--- config.mk ---
export PLATFORM = sky130hd
export DESIGN_NAME = border_stability_filter
export DESIGN_NICKNAME = d
export VERILOG_FILES = /design/src/design/bsf_pkg.sv /design/src/design/bsf_cfg_regs.sv /design/src/design/bsf_next.sv /design/src/design/border_stability_filter.sv
export VERILOG_INCLUDE_DIRS = /design/src /design/src/design
export SDC_FILE = /design/constraint.sdc
export NUM_CORES = 1
export LEC_CHECK = 0
export BUFFER_PORTS_ARGS = -buffer_cell sky130_fd_sc_hd__buf_2
export CORE_MARGIN = 3
export CORE_UTILIZATION = 45
export DETAILED_ROUTE_END_ITERATION = 7
export GPL_TIMING_DRIVEN = 0
export PLACE_DENSITY_LB_ADDON = 0.05
export SYNTH_ARGS = -nofsm -noshare
export SYNTH_HDL_FRONTEND = slang
export SYNTH_SLANG_ARGS = --single-unit
--- constraint.sdc ---
create_clock -name clk -period 11.74 [get_ports clk]
set_input_delay 0.587 -clock clk [delete_from_list [all_inputs] [get_ports clk]]
set_output_delay 0.587 -clock clk [all_outputs]
set_load 0.02 [all_outputs]
--- src/design/border_stability_filter_defines.svh ---
// Assertion macros for the border stability filter.
// Used by the top level; expects clk and arst_n in the enclosing scope.
`ifndef BORDER_STABILITY_FILTER_DEFINES_SVH
`define BORDER_STABILITY_FILTER_DEFINES_SVH

// Same-cycle implication, disabled while reset is asserted.
`define BSF_ASSERT_NOW(label, ante, cons, msg) \
	label: assert property (@(posedge clk) disable iff (!arst_n) (ante) |-> (cons)) \
		else $error(msg);

// Next-cycle implication, disabled while reset is asserted.
`define BSF_ASSERT_NEXT(label, ante, cons, msg) \
	label: assert property (@(posedge clk) disable iff (!arst_n) (ante) |=> (cons)) \
		else $error(msg);

`endif

--- src/design/bsf_pkg.sv ---
// Shared types and constants for the border stability filter.
// No dependencies; imported by every module of the block.
package bsf_pkg;

	localparam int SIZE_WIDTH     = 11;
	localparam int CFG_WIDTH      = 16;
	localparam int CFG_ADDR_WIDTH = 2;

	// Configuration register indexes.
	localparam logic [CFG_ADDR_WIDTH-1:0] REG_UNKNOWN_SWITCH   = 2'd0;
	localparam logic [CFG_ADDR_WIDTH-1:0] REG_BORDER_SWITCH    = 2'd1;
	localparam logic [CFG_ADDR_WIDTH-1:0] REG_MAX_INCONSISTENT = 2'd2;

	// Configuration reset values.
	localparam logic [CFG_WIDTH-1:0] UNKNOWN_SWITCH_RESET   = 16'd600;
	localparam logic [CFG_WIDTH-1:0] BORDER_SWITCH_RESET    = 16'd50;
	localparam logic [CFG_WIDTH-1:0] MAX_INCONSISTENT_RESET = 16'd10;

	typedef struct packed {
		logic                  det_unknown;
		logic [SIZE_WIDTH-1:0] det_horizontal;
		logic [SIZE_WIDTH-1:0] det_vertical;
	} bsf_det_t;

	typedef struct packed {
		logic                  changed;
		logic                  cur_unknown;
		logic [SIZE_WIDTH-1:0] cur_horizontal;
		logic [SIZE_WIDTH-1:0] cur_vertical;
	} bsf_res_t;

	typedef struct packed {
		logic                  unk;
		logic [SIZE_WIDTH-1:0] hor;
		logic [SIZE_WIDTH-1:0] ver;
	} bsf_border_t;

	typedef struct packed {
		logic [CFG_WIDTH-1:0] unknown_switch;
		logic [CFG_WIDTH-1:0] border_switch;
		logic [CFG_WIDTH-1:0] max_inconsistent;
	} bsf_cfg_t;

endpackage

--- src/design/bsf_cfg_regs.sv ---
// Configuration register file of the border stability filter.
// Depends on bsf_pkg for the register indexes, reset values and bsf_cfg_t.
module bsf_cfg_regs
	import bsf_pkg::*;
(
	input  logic                      clk,
	input  logic                      arst_n,
	input  logic                      cfg_we,
	input  logic [CFG_ADDR_WIDTH-1:0] cfg_addr,
	input  logic [CFG_WIDTH-1:0]      cfg_data,
	output bsf_cfg_t                  cfg
);

	bsf_cfg_t cfg_q;

	always_ff @(posedge clk or negedge arst_n) begin
		if (!arst_n) begin
			cfg_q.unknown_switch   <= UNKNOWN_SWITCH_RESET;
			cfg_q.border_switch    <= BORDER_SWITCH_RESET;
			cfg_q.max_inconsistent <= MAX_INCONSISTENT_RESET;
		end else if (cfg_we) begin
			unique case (cfg_addr)
				REG_UNKNOWN_SWITCH:   cfg_q.unknown_switch   <= cfg_data;
				REG_BORDER_SWITCH:    cfg_q.border_switch    <= cfg_data;
				REG_MAX_INCONSISTENT: cfg_q.max_inconsistent <= cfg_data;
				default: ;
			endcase
		end
	end

	assign cfg = cfg_q;

endmodule

--- src/design/bsf_next.sv ---
// Next-state and result logic of the border stability filter.
// Depends on bsf_pkg; purely combinational, evaluated once per item.
module bsf_next
	import bsf_pkg::*;
#(
	parameter int COUNT_WIDTH = 16
) (
	input  bsf_det_t               det,
	input  bsf_cfg_t               cfg,
	input  bsf_border_t            cand,
	input  bsf_border_t            applied,
	input  logic [COUNT_WIDTH-1:0] cons_cnt,
	input  logic [COUNT_WIDTH-1:0] incons_cnt,
	output bsf_border_t            cand_nxt,
	output bsf_border_t            applied_nxt,
	output logic [COUNT_WIDTH-1:0] cons_cnt_nxt,
	output logic [COUNT_WIDTH-1:0] incons_cnt_nxt,
	output logic                   changed
);

	localparam int CMP_W = (COUNT_WIDTH > CFG_WIDTH) ? COUNT_WIDTH : CFG_WIDTH;
	localparam logic [COUNT_WIDTH-1:0] CNT_MAX = {COUNT_WIDTH{1'b1}};

	function automatic logic border_eq(bsf_border_t a, bsf_border_t b);
		border_eq = (a.unk && b.unk) ||
			(a.unk == b.unk && a.hor == b.hor && a.ver == b.ver);
	endfunction

	function automatic logic [COUNT_WIDTH-1:0] sat_inc(logic [COUNT_WIDTH-1:0] v);
		sat_inc = (v == CNT_MAX) ? CNT_MAX : v + COUNT_WIDTH'(1);
	endfunction

	bsf_border_t det_b;
	logic        proceed;

	// Sizes of an unknown detection are forced to zero before anything is stored.
	always_comb begin
		det_b.unk = det.det_unknown;
		det_b.hor = det.det_unknown ? '0 : det.det_horizontal;
		det_b.ver = det.det_unknown ? '0 : det.det_vertical;
	end

	always_comb begin
		cand_nxt       = cand;
		applied_nxt    = applied;
		cons_cnt_nxt   = cons_cnt;
		incons_cnt_nxt = incons_cnt;
		changed        = 1'b0;
		proceed        = 1'b1;

		if (border_eq(det_b, cand)) begin
			cons_cnt_nxt   = sat_inc(cons_cnt);
			incons_cnt_nxt = '0;
		end else begin
			incons_cnt_nxt = sat_inc(incons_cnt);
			if (CMP_W'(incons_cnt_nxt) <= CMP_W'(cfg.max_inconsistent)) begin
				// Still within tolerance: this frame is ignored.
				proceed = 1'b0;
			end else begin
				cand_nxt     = det_b;
				cons_cnt_nxt = '0;
			end
		end

		if (proceed) begin
			priority if (border_eq(applied, det_b)) begin
				incons_cnt_nxt = '0;
			end else if (det_b.unk) begin
				if (CMP_W'(cons_cnt_nxt) == CMP_W'(cfg.unknown_switch)) begin
					applied_nxt = det_b;
					changed     = 1'b1;
				end
			end else begin
				if (applied.unk || CMP_W'(cons_cnt_nxt) == CMP_W'(cfg.border_switch)) begin
					applied_nxt = det_b;
					changed     = 1'b1;
				end
			end
		end
	end

endmodule

--- src/design/border_stability_filter.sv ---
// Top level of the border stability filter: input register, state, result register.
// Depends on bsf_pkg, bsf_cfg_regs, bsf_next and border_stability_filter_defines.svh.
//
//   channel   signals                          payload
//   det       det_valid / det_ready / det      bsf_det_t, one detected border per frame
//   res       res_valid / res_ready / res      bsf_res_t, changed flag and applied border
//   cfg       cfg_we / cfg_addr / cfg_data     write-only register port, no wait
//
// One item is accepted per cycle when the result side keeps up. An accepted item sits
// in the input register, where the decision logic reads the filter state; the state
// and the result register are written when the item advances, once the result register
// is free or being drained, and the result is then offered from the result register.
// The rate is set by the state update loop, which closes through the decision logic.
// Reset returns the candidate and applied borders to unknown and the counters to their
// initial values. While a result waits with res_ready low, the result register holds
// and the input register holds its item, so at most two items are in flight.
`include "border_stability_filter_defines.svh"

module border_stability_filter
	import bsf_pkg::*;
#(
	parameter int COUNT_WIDTH = 16
) (
	input  logic                      clk,
	input  logic                      arst_n,
	input  logic                      det_valid,
	output logic                      det_ready,
	input  bsf_det_t                  det,
	output logic                      res_valid,
	input  logic                      res_ready,
	output bsf_res_t                  res,
	input  logic                      cfg_we,
	input  logic [CFG_ADDR_WIDTH-1:0] cfg_addr,
	input  logic [CFG_WIDTH-1:0]      cfg_data
);

	// Initial inconsistent count, held to the counter width.
	localparam logic [COUNT_WIDTH-1:0] INCONS_RESET = COUNT_WIDTH'(10);

	bsf_cfg_t cfg;

	// Input register: holds an accepted item until its state update happens.
	logic     det_valid_s1;
	bsf_det_t det_s1;

	// Filter state.
	bsf_border_t            cand_q;
	bsf_border_t            applied_q;
	logic [COUNT_WIDTH-1:0] cons_cnt_q;
	logic [COUNT_WIDTH-1:0] incons_cnt_q;

	// Result register.
	logic     res_valid_s2;
	bsf_res_t res_s2;

	bsf_border_t            cand_nxt;
	bsf_border_t            applied_nxt;
	logic [COUNT_WIDTH-1:0] cons_cnt_nxt;
	logic [COUNT_WIDTH-1:0] incons_cnt_nxt;
	logic                   changed_nxt;
	logic                   advance;

	bsf_cfg_regs u_cfg_regs (
		.clk      (clk),
		.arst_n   (arst_n),
		.cfg_we   (cfg_we),
		.cfg_addr (cfg_addr),
		.cfg_data (cfg_data),
		.cfg      (cfg)
	);

	bsf_next #(
		.COUNT_WIDTH (COUNT_WIDTH)
	) u_next (
		.det            (det_s1),
		.cfg            (cfg),
		.cand           (cand_q),
		.applied        (applied_q),
		.cons_cnt       (cons_cnt_q),
		.incons_cnt     (incons_cnt_q),
		.cand_nxt       (cand_nxt),
		.applied_nxt    (applied_nxt),
		.cons_cnt_nxt   (cons_cnt_nxt),
		.incons_cnt_nxt (incons_cnt_nxt),
		.changed        (changed_nxt)
	);

	// The held item is processed whenever the result register is free or being drained.
	assign advance   = det_valid_s1 && (!res_valid_s2 || res_ready);
	assign det_ready = !det_valid_s1 || advance;

	always_ff @(posedge clk or negedge arst_n) begin
		if (!arst_n) begin
			det_valid_s1 <= 1'b0;
		end else if (det_ready) begin
			det_valid_s1 <= det_valid;
		end
	end

	always_ff @(posedge clk) begin
		if (det_ready && det_valid) begin
			det_s1 <= det;
		end
	end

	always_ff @(posedge clk or negedge arst_n) begin
		if (!arst_n) begin
			cand_q       <= '{unk: 1'b1, hor: '0, ver: '0};
			applied_q    <= '{unk: 1'b1, hor: '0, ver: '0};
			cons_cnt_q   <= '0;
			incons_cnt_q <= INCONS_RESET;
		end else if (advance) begin
			cand_q       <= cand_nxt;
			applied_q    <= applied_nxt;
			cons_cnt_q   <= cons_cnt_nxt;
			incons_cnt_q <= incons_cnt_nxt;
		end
	end

	always_ff @(posedge clk or negedge arst_n) begin
		if (!arst_n) begin
			res_valid_s2 <= 1'b0;
		end else if (advance) begin
			res_valid_s2 <= 1'b1;
		end else if (res_ready) begin
			res_valid_s2 <= 1'b0;
		end
	end

	// The result always reports the applied border after this frame's update.
	always_ff @(posedge clk) begin
		if (advance) begin
			res_s2.changed        <= changed_nxt;
			res_s2.cur_unknown    <= applied_nxt.unk;
			res_s2.cur_horizontal <= applied_nxt.hor;
			res_s2.cur_vertical   <= applied_nxt.ver;
		end
	end

	assign res_valid = res_valid_s2;
	assign res       = res_s2;

	// An unknown applied border never carries sizes.
	`BSF_ASSERT_NOW(a_unknown_zero_size, res_valid && res.cur_unknown, res.cur_horizontal == '0 && res.cur_vertical == '0, "unknown border reported with nonzero size")

	// The applied border moves only on an item that reports a change.
	`BSF_ASSERT_NEXT(a_applied_stable, !(advance && changed_nxt), $stable(applied_q), "applied border changed without a reported change")

	// A held item is never dropped while the result side stalls.
	`BSF_ASSERT_NEXT(a_hold_item, det_valid_s1 && !advance, det_valid_s1 && $stable(det_s1), "held item lost during stall")

	// A reported change always carries a border that differs from the one before it.
	`BSF_ASSERT_NEXT(a_change_differs, advance && changed_nxt, applied_q != $past(applied_q), "change reported with same border")

endmodule

==> results of run 1 <==
-- stage by stage --
stage | hold slack, ps | power, mW | instance area (um^2)
floorplan | 291.4 | 1.234 | 11570
global placement | 470.3 | 1.443 | 12340
detailed placement | 470.1 | 1.449 | 12380
CTS | 114.1 | 2.073 | 13020
global route | 127.9 | 2.175 | 13020
finish | 101.6 | 2.073 | 13020
-- final timing paths --
kind / from / to / slack, ps
setup / recovery: incons_cnt_q[1]$_DFFE_PN1P_ / res[2]$_DFFE_PP_ / 4790
hold / removal: arst_n / incons_cnt_q[2]$_DFFE_PN0P_ / 100
setup reg to reg: incons_cnt_q[1]$_DFFE_PN1P_ / res[2]$_DFFE_PP_ / 4790
hold reg to reg: det_valid_s1$_DFFE_PN0N_ / res_valid$_DFFE_PN0P_ / 490
max in group asynchronous: arst_n / applied_q[22]$_DFFE_PN1P_ / 10810
min in group clk: det[8] / det_s1[8]$_DFFE_PP_ / 300
-- critical path, stage by stage (launching register included) --
cell and delay, ps:
dfstp_2 550, ha_1 170, and3_1 200, and3_1 200, and3_1 210, and3_1 210
nand3_1 160, nor2_1 210, nand3_1 220, clkbuf_1 290, nand2_1 160, inv_1 60
ha_1 270, nand4_1 180, nor4_2 1020, nor2_1 280, buf_2 320, nor3_1 210
a211oi_1 100, nor4_1 490, nand4_1 320, buf_2 340, a32oi_1 300, nand3_1 180
-- flip-flops by register name, summed over array words and instances, names as in the netlist --
signal / flops
applied_q: 23
cons_cnt_q: 16
res_valid: 1
det_valid_s1: 1
u_cfg_regs.cfg: 48
det_s1: 23
res: 24
cand_q: 23
incons_cnt_q: 16
-- placed cells by master (no fill, tap or decap), types with 20 or more instances in the layout --
master,instances
dfrtp_1,115
mux2_2,43
edfxtp_1,47
nor3_1,21
a21oi_1,52
inv_1,56
o21ai_0,108
nand3_1,75
nand2_1,159
xnor2_1,24
ha_1,20
clkbuf_1,44
a31oi_1,21
buf_2,83
nor2_1,100
-- report_power, final --
group / switching [mW] / internal (mW) / total, mW / leakage, nW
logic: 0.382 / 0.236 / 0.619 / 2.92
clock network: 0.310 / 0.314 / 0.624 / 0.306
registers: 0.105 / 0.726 / 0.831 / 1.92
total: 0.798 / 1.28 / 2.07 / 5.15
-- kinds of logic after synthesis --
| group | Yosys count | synth area share |
|---|---|---|
| AND/OR/NAND/NOR | 501 | 0.2177 |
| AO/OA/AOI/OAI | 364 | 0.2273 |
| flip-flops | 175 | 0.4003 |
| buffers and inverters | 150 | 0.06403 |
| multiplexers | 49 | 0.04705 |
| XOR/XNOR | 29 | 0.02196 |
| adder cells (fa/ha/maj) | 20 | 0.02163 |
-- routing by layer --
metal,up-vias,part of all wire,global-route usage
met4,0,0.071,0.1858
li1,4965,-,-
met2,471,0.47,0.4805
met5,-,0,0
met3,125,0.056,0.03737
met1,5296,0.40,0.3667
-- cell type report --
class,instances,share of cell area
Sequential cell,175,0.3558
Inverter,63,0.01817
Buffer,87,0.03884
Timing Repair Buffer,72,0.02990
Clock buffer,17,0.03268
Multi-Input combinational cell,963,0.4765
Clock inverter,15,0.01644
Tap cell,330,0.03172
-- synth_stat cells (all sizes together) (10+ instances only) --
cell type / n / area share
nand2: 159 / 0.052
o21ai: 121 / 0.053
dfrtp: 115 / 0.25
nor2: 100 / 0.032
nand3: 76 / 0.033
inv: 61 / 0.020
a21oi: 52 / 0.022
clkbuf: 49 / 0.019
edfxtp: 47 / 0.12
mux2: 43 / 0.042
buf: 34 / 0.021
a32oi: 25 / 0.031
xnor2: 24 / 0.018
nand4: 22 / 0.015
nor3: 22 / 0.010
a31oi: 21 / 0.011
ha: 20 / 0.022
a22o: 19 / 0.014
and2: 19 / 0.010
and3: 19 / 0.010
nor2b: 18 / 0.0097
nor4: 17 / 0.0097
o22ai: 16 / 0.0087
dfstp: 13 / 0.030
a211oi: 12 / 0.0082
a22oi: 10 / 0.0065
==> impl_metrics.tcl, run 1 <==
set metrics [dict create \
    status "complete, no violations" \
    critical_path_class "reg2reg" \
    synth.cell_area_um2 11570 \
    start_util 0.4581 \
    drt-vias-per-instance 6.305 \
    postRouteWirelength_um 40990 \
    powerDensity_nw_per_um2 159.3 \
    ys_ff_latch 175 \
    cts-root-buf "clkbuf_16" \
    fin_worst_skew_ps 17.78 \
    wire_length_per_cell_after_detailed_routing_um 23.81 \
    multi_input_comb_area_um2 6202 \
    fin_setup_tns_ps 0 \
    irDropWorstVdd_mv 0.08836 \
    clock_sink_count 175 \
    cts_buffers 17 \
    dp_cells 1690 \
    max-slew-margin-rel 0.1850 \
    cts_setup_buffers 0 \
    postLayoutSetupSlackWorst_ps 4789 \
    synth-seq-area-share 0.4003 \
    maxSlewViolCount 0 \
    finalNetCount 1445 \
    rsz0062_at_grt "no" \
    detailedRoute.firstIterationViolations 996 \
    route.detailed.drc 0 \
    maxCapViolCount 0 \
    cts-htree-levels 4 \
    globalRouteOverflowTotal 0 \
    min_period_over_period 0.5921 \
    timing.reg2reg.worst_path_depth 23 \
    synth_flop_cell "dfrtp_1" \
    synth.avg_cell_area_um2 8.982 \
    core.rowCount 58 \
    dieArea_um2 27670 \
    net_count_of_the_mapped_netlist 1354 \
    placement.setup.worst_slack_ps 4958 \
    cts.repair.resized 0 \
    cts_tree "done" \
    area_growth_syn_to_layout_pct 12.51 \
    ff_latch_area_um2 4631 \
    grt_first_pass_wirelength_um 62530 \
    floorplan.core_area_um2 25250 \
    port_buffers 71 \
    fillerInstances 2439 \
    drt.antenna.violating_nets 0 \
    initial_antenna_violation_count 0 \
    grt.total_usage 0.2927 \
    finalNonFillerCells 1722 \
    final-hold-violation-count 0 \
    floorplan.die.width_um 166.3 \
    drt_pre_antenna_iters 6 \
    cts.reportedPaths.clkPinSlew_ps 90 \
    worst_skew_pair.late_latency_ps 460 \
    timing.fmax_mhz 143.9 \
    synth-async-reset-ratio 0.7314 \
    end_kind "register" \
    design.portCount 72 \
    post_synth_num_cell_types 93 \
    die_height_um 166.3 \
    synth-edff-count 47 \
    synthCells 1288 \
    insertedDiodeCount 0 \
    estimated_wirelength_of_the_detail_placed_design_um 29980 \
    drive_gt1_frac 0.1731 \
    cts_buffer_depth 2 \
    leakage_power_nw 5.150 \
    place_congestion 0.9791 \
    hold_path_class "in2async" \
    fin_crit_period_ps 6951 \
    final_setup_violation_count 0 \
    tightest_pin_transition_ps 1212 \
    via_count 10857 \
    cts_hold_repair.buffers 0 \
    timing.critical_path.from_type "register" \
    worst_ep_arrival_time_ps 7130 \
    yosys_warnings 0 \
    post-route-util 0.5154 \
    first_global_vias 10445 \
    critical_path.max_fanout 10 \
    grt_max_degree 73 \
    cp.required_ps 11920 \
]
No activity file was read; power rests on OpenSTA's default activity.
==> inputs of run 2 (changes only) <==
==> constraint.sdc (replaced) <==
create_clock -name clk -period 5.9 [get_ports clk]
set_input_delay 0.295 -clock clk [delete_from_list [all_inputs] [get_ports clk]]
set_output_delay 0.295 -clock clk [all_outputs]
set_load 0.02 [all_outputs]
==> run 2 against run 1 <==
Compared with the run above: via count up 0.48%; sequential power up 99%; clock skew rose by 2.1 ps; critical path depth grew 1; largest power group unchanged; critical path type unchanged; sequential share of layout area is 0.71 points lower; cell count up 0.75%; non-clock buffer count grew 13; maximum frequency increased by 21%; final area grew 2.0%.
==> impl_metrics.tcl, run 2 (synthesis results as in run 1) <==
set metrics [dict create \
    cp_slowest_stage_delay_ps 550 \
    cts-htree-levels 4 \
    estimated_wirelength_of_the_detail_placed_design_um 29980 \
    max-slew-margin-rel 0.3315 \
    cts.reportedPaths.clkPinSlew_ps 80 \
    drt-vias-per-instance 6.288 \
    hold-worst-slack_ps 7.986 \
    fin_worst_skew_ps 19.89 \
    drive_gt1_frac 0.1979 \
    timing.reg2reg.worst_path_depth 24 \
    post-route-util 0.5259 \
    tightest_pin_transition_ps 1003 \
    grt_first_pass_wirelength_um 62810 \
    critical_path.cell_chain "ha_1 > and3_1 > and3_1 > and3_1 > and3_1 > nand3_2 > nor2_4 > nand3_2 > buf_4 > nand2_1 > inv_1 > ha_1 > nand4_1 > buf_4 > nor4_4 > buf_4 > o21ai_2 > a21o_1 > a211oi_1 > o2111a_1 > nand4_4 > buf_6 > a32oi_2 > nand3_2" \
    finish.instance_area_um2 13280 \
    layout_commonest_cell "nand2_1" \
    place_area_um2 12380 \
    cts_tree "done" \
    finalNetCount 1458 \
    cts_buffer_depth 2 \
    floorplan.die.width_um 166.3 \
    drt_pre_antenna_iters 7 \
    largest_register_ffs 48 \
    port_buffers 71 \
    cp.required_ps 6090 \
    final-hold-violation-count 0 \
    final_cell_mix "158 x nand2_1, 115 x dfrtp_1, 103 x o21ai_0" \
    rr_endpoint "res[3]$_DFFE_PP_" \
    clock_sink_count 175 \
    floorplan.core_area_um2 25250 \
    maxSlewViolCount 0 \
    start_util 0.4581 \
    globalRouteOverflowTotal 0 \
    insertedDiodeCount 0 \
    postRouteWirelength_um 41290 \
    fillerInstances 2417 \
    min_period_over_period 0.9760 \
    worst_hold_startpoint "det[8]" \
    grt.total_usage 0.2942 \
    regToRegStartpoint "incons_cnt_q[1]$_DFFE_PN1P_" \
    rsz0062_at_grt "yes" \
    timing.fmax_mhz 173.7 \
    via_count 10909 \
    hold_path_class "in2reg" \
    drt.antenna.violating_nets 0 \
    whs_path_depth 1 \
    die_height_um 166.3 \
    place_congestion 0.9791 \
    powerDensity_nw_per_um2 313.1 \
    area_growth_syn_to_layout_pct 14.80 \
    worst_skew_pair.late_latency_ps 460 \
    final_setup_violation_count 0 \
    critical_path.max_fanout 10 \
    worst_ep_arrival_time_ps 5940 \
    critical_path.n_buffers_inverters 5 \
    core.rowCount 58 \
    status "complete, no violations" \
    leakage_power_nw 5.252 \
    cts-root-buf "clkbuf_16" \
    maxCapViolCount 0 \
    slowest_stage "dfstp_2" \
    critical_path_class "reg2reg" \
    end_kind "register" \
    regToRegSetupSlack_ps 140 \
    irDropWorstVdd_mv 0.1755 \
    crit_path_frequent_cell "and3_1" \
    route.detailed.drc 0 \
    critPathTopFamily "simple AND/OR/NAND/NOR gates" \
    detailedRoute.firstIterationViolations 1077 \
    initial_antenna_violation_count 0 \
    timing.critical_path.from_type "register" \
    fin_crit_period_ps 5758 \
    holdPathEnd "det_s1[8]$_DFFE_PP_" \
    cts_buffers 17 \
    first_global_vias 10540 \
    wire_length_per_cell_after_detailed_routing_um 23.80 \
    dieArea_um2 27670 \
    grt_max_degree 73 \
    design.portCount 72 \
]
-- run 2: cell count changes in the layout (fill, tap and decap cells not counted), moves of 4 or more --
cell	before	now
buf_2	83	79
o21ai_0	108	103
buf_4	6	20
nand3_2	1	6
nand3_1	75	70
o21ai_1	12	16
clkbuf_1	44	40
-- run 2: area by class of cell --
class	instances	area (um^2)	area share
Inverter	63	236.5	0.01781
Sequential cell	175	4631	0.3487
Timing Repair Buffer	86	494.2	0.03722
Clock buffer	17	425.4	0.03203
Buffer	86	531.8	0.04004
Tap cell	330	412.9	0.03109
Multi-Input combinational cell	963	6335	0.4770
Clock inverter	15	214.0	0.01611
-- run 2: what timing repair did --
| action | CTS | global route |
|---|---|---|
| pin swaps | 6 | 11 |
| hold endpoints to repair | 46 | 0 |
| gates cloned | 0 | 1 |
| endpoints found under the setup margin | 57 | 47 |
| setup buffers | 5 | 7 |
| gates resized for setup | 21 | 28 |
| hold buffers | 1 | 0 |
-- run 2: through the flow --
step | setup WS, ps | TNS (ps) | cells | total power [mW]
final | 141.6 | 0 | 1735 | 4.159
after global routing | -20.36 | -93.32 | 1735 | 4.362
after CTS | 10.49 | 0 | 1727 | 4.141
after detailed placement | -882.3 | -30390 | 1690 | 2.883
after global placement | -873.6 | -36760 | 1689 | 2.872
after floorplan | 769.2 | 0 | 1288 | 2.455
-- run 2: worst max-delay path by stage --
| stage | cells after the start | slack [ps] | endpoint | start |
|---|---|---|---|---|
| after floorplan | 24 | 770 | res[2]$_DFFE_PP_ | incons_cnt_q[1]$_DFFE_PN1P_ |
| after global placement | 24 | -870 | res[2]$_DFFE_PP_ | incons_cnt_q[0]$_DFFE_PN0P_ |
| after detailed placement | 24 | -880 | res[2]$_DFFE_PP_ | incons_cnt_q[0]$_DFFE_PN0P_ |
| after CTS | 22 | 10 | res[3]$_DFFE_PP_ | incons_cnt_q[1]$_DFFE_PN1P_ |
| after global routing | 21 | -20 | res[13]$_DFFE_PP_ | incons_cnt_q[1]$_DFFE_PN1P_ |
| final | 24 | 140 | res[3]$_DFFE_PP_ | incons_cnt_q[1]$_DFFE_PN1P_ |
-- run 2: where the power goes --
part,switching [mW],total (mW),internal [mW]
clock,0.615,1.24,0.624
combinational,0.782,1.27,0.486
sequential,0.208,1.65,1.44
total,1.60,4.16,2.55
-- run 2: worst reg2reg max path, stage by stage (launching register included) --
cell and delay (ps):
dfstp_2 550, ha_1 170, and3_1 200, and3_1 210, and3_1 210, and3_1 220, nand3_2 150, nor2_4 170
nand3_2 140, buf_4 210, nand2_1 90, inv_1 50, ha_1 260, nand4_1 150, buf_4 190, nor4_4 470
buf_4 260, o21ai_2 100, a21o_1 270, a211oi_1 290, o2111a_1 340, nand4_4 180, buf_6 220, a32oi_2 230
nand3_2 140
-- run 2: per-layer routing --
| metal | track usage | vias up | part of all wire |
|---|---|---|---|
| met4 | 0.1890 | 0 | 0.071 |
| li1 | - | 4982 | - |
| met3 | 0.03832 | 141 | 0.055 |
| met1 | 0.3661 | 5302 | 0.40 |
| met5 | 0 | - | 0 |
| met2 | 0.4840 | 484 | 0.47 |
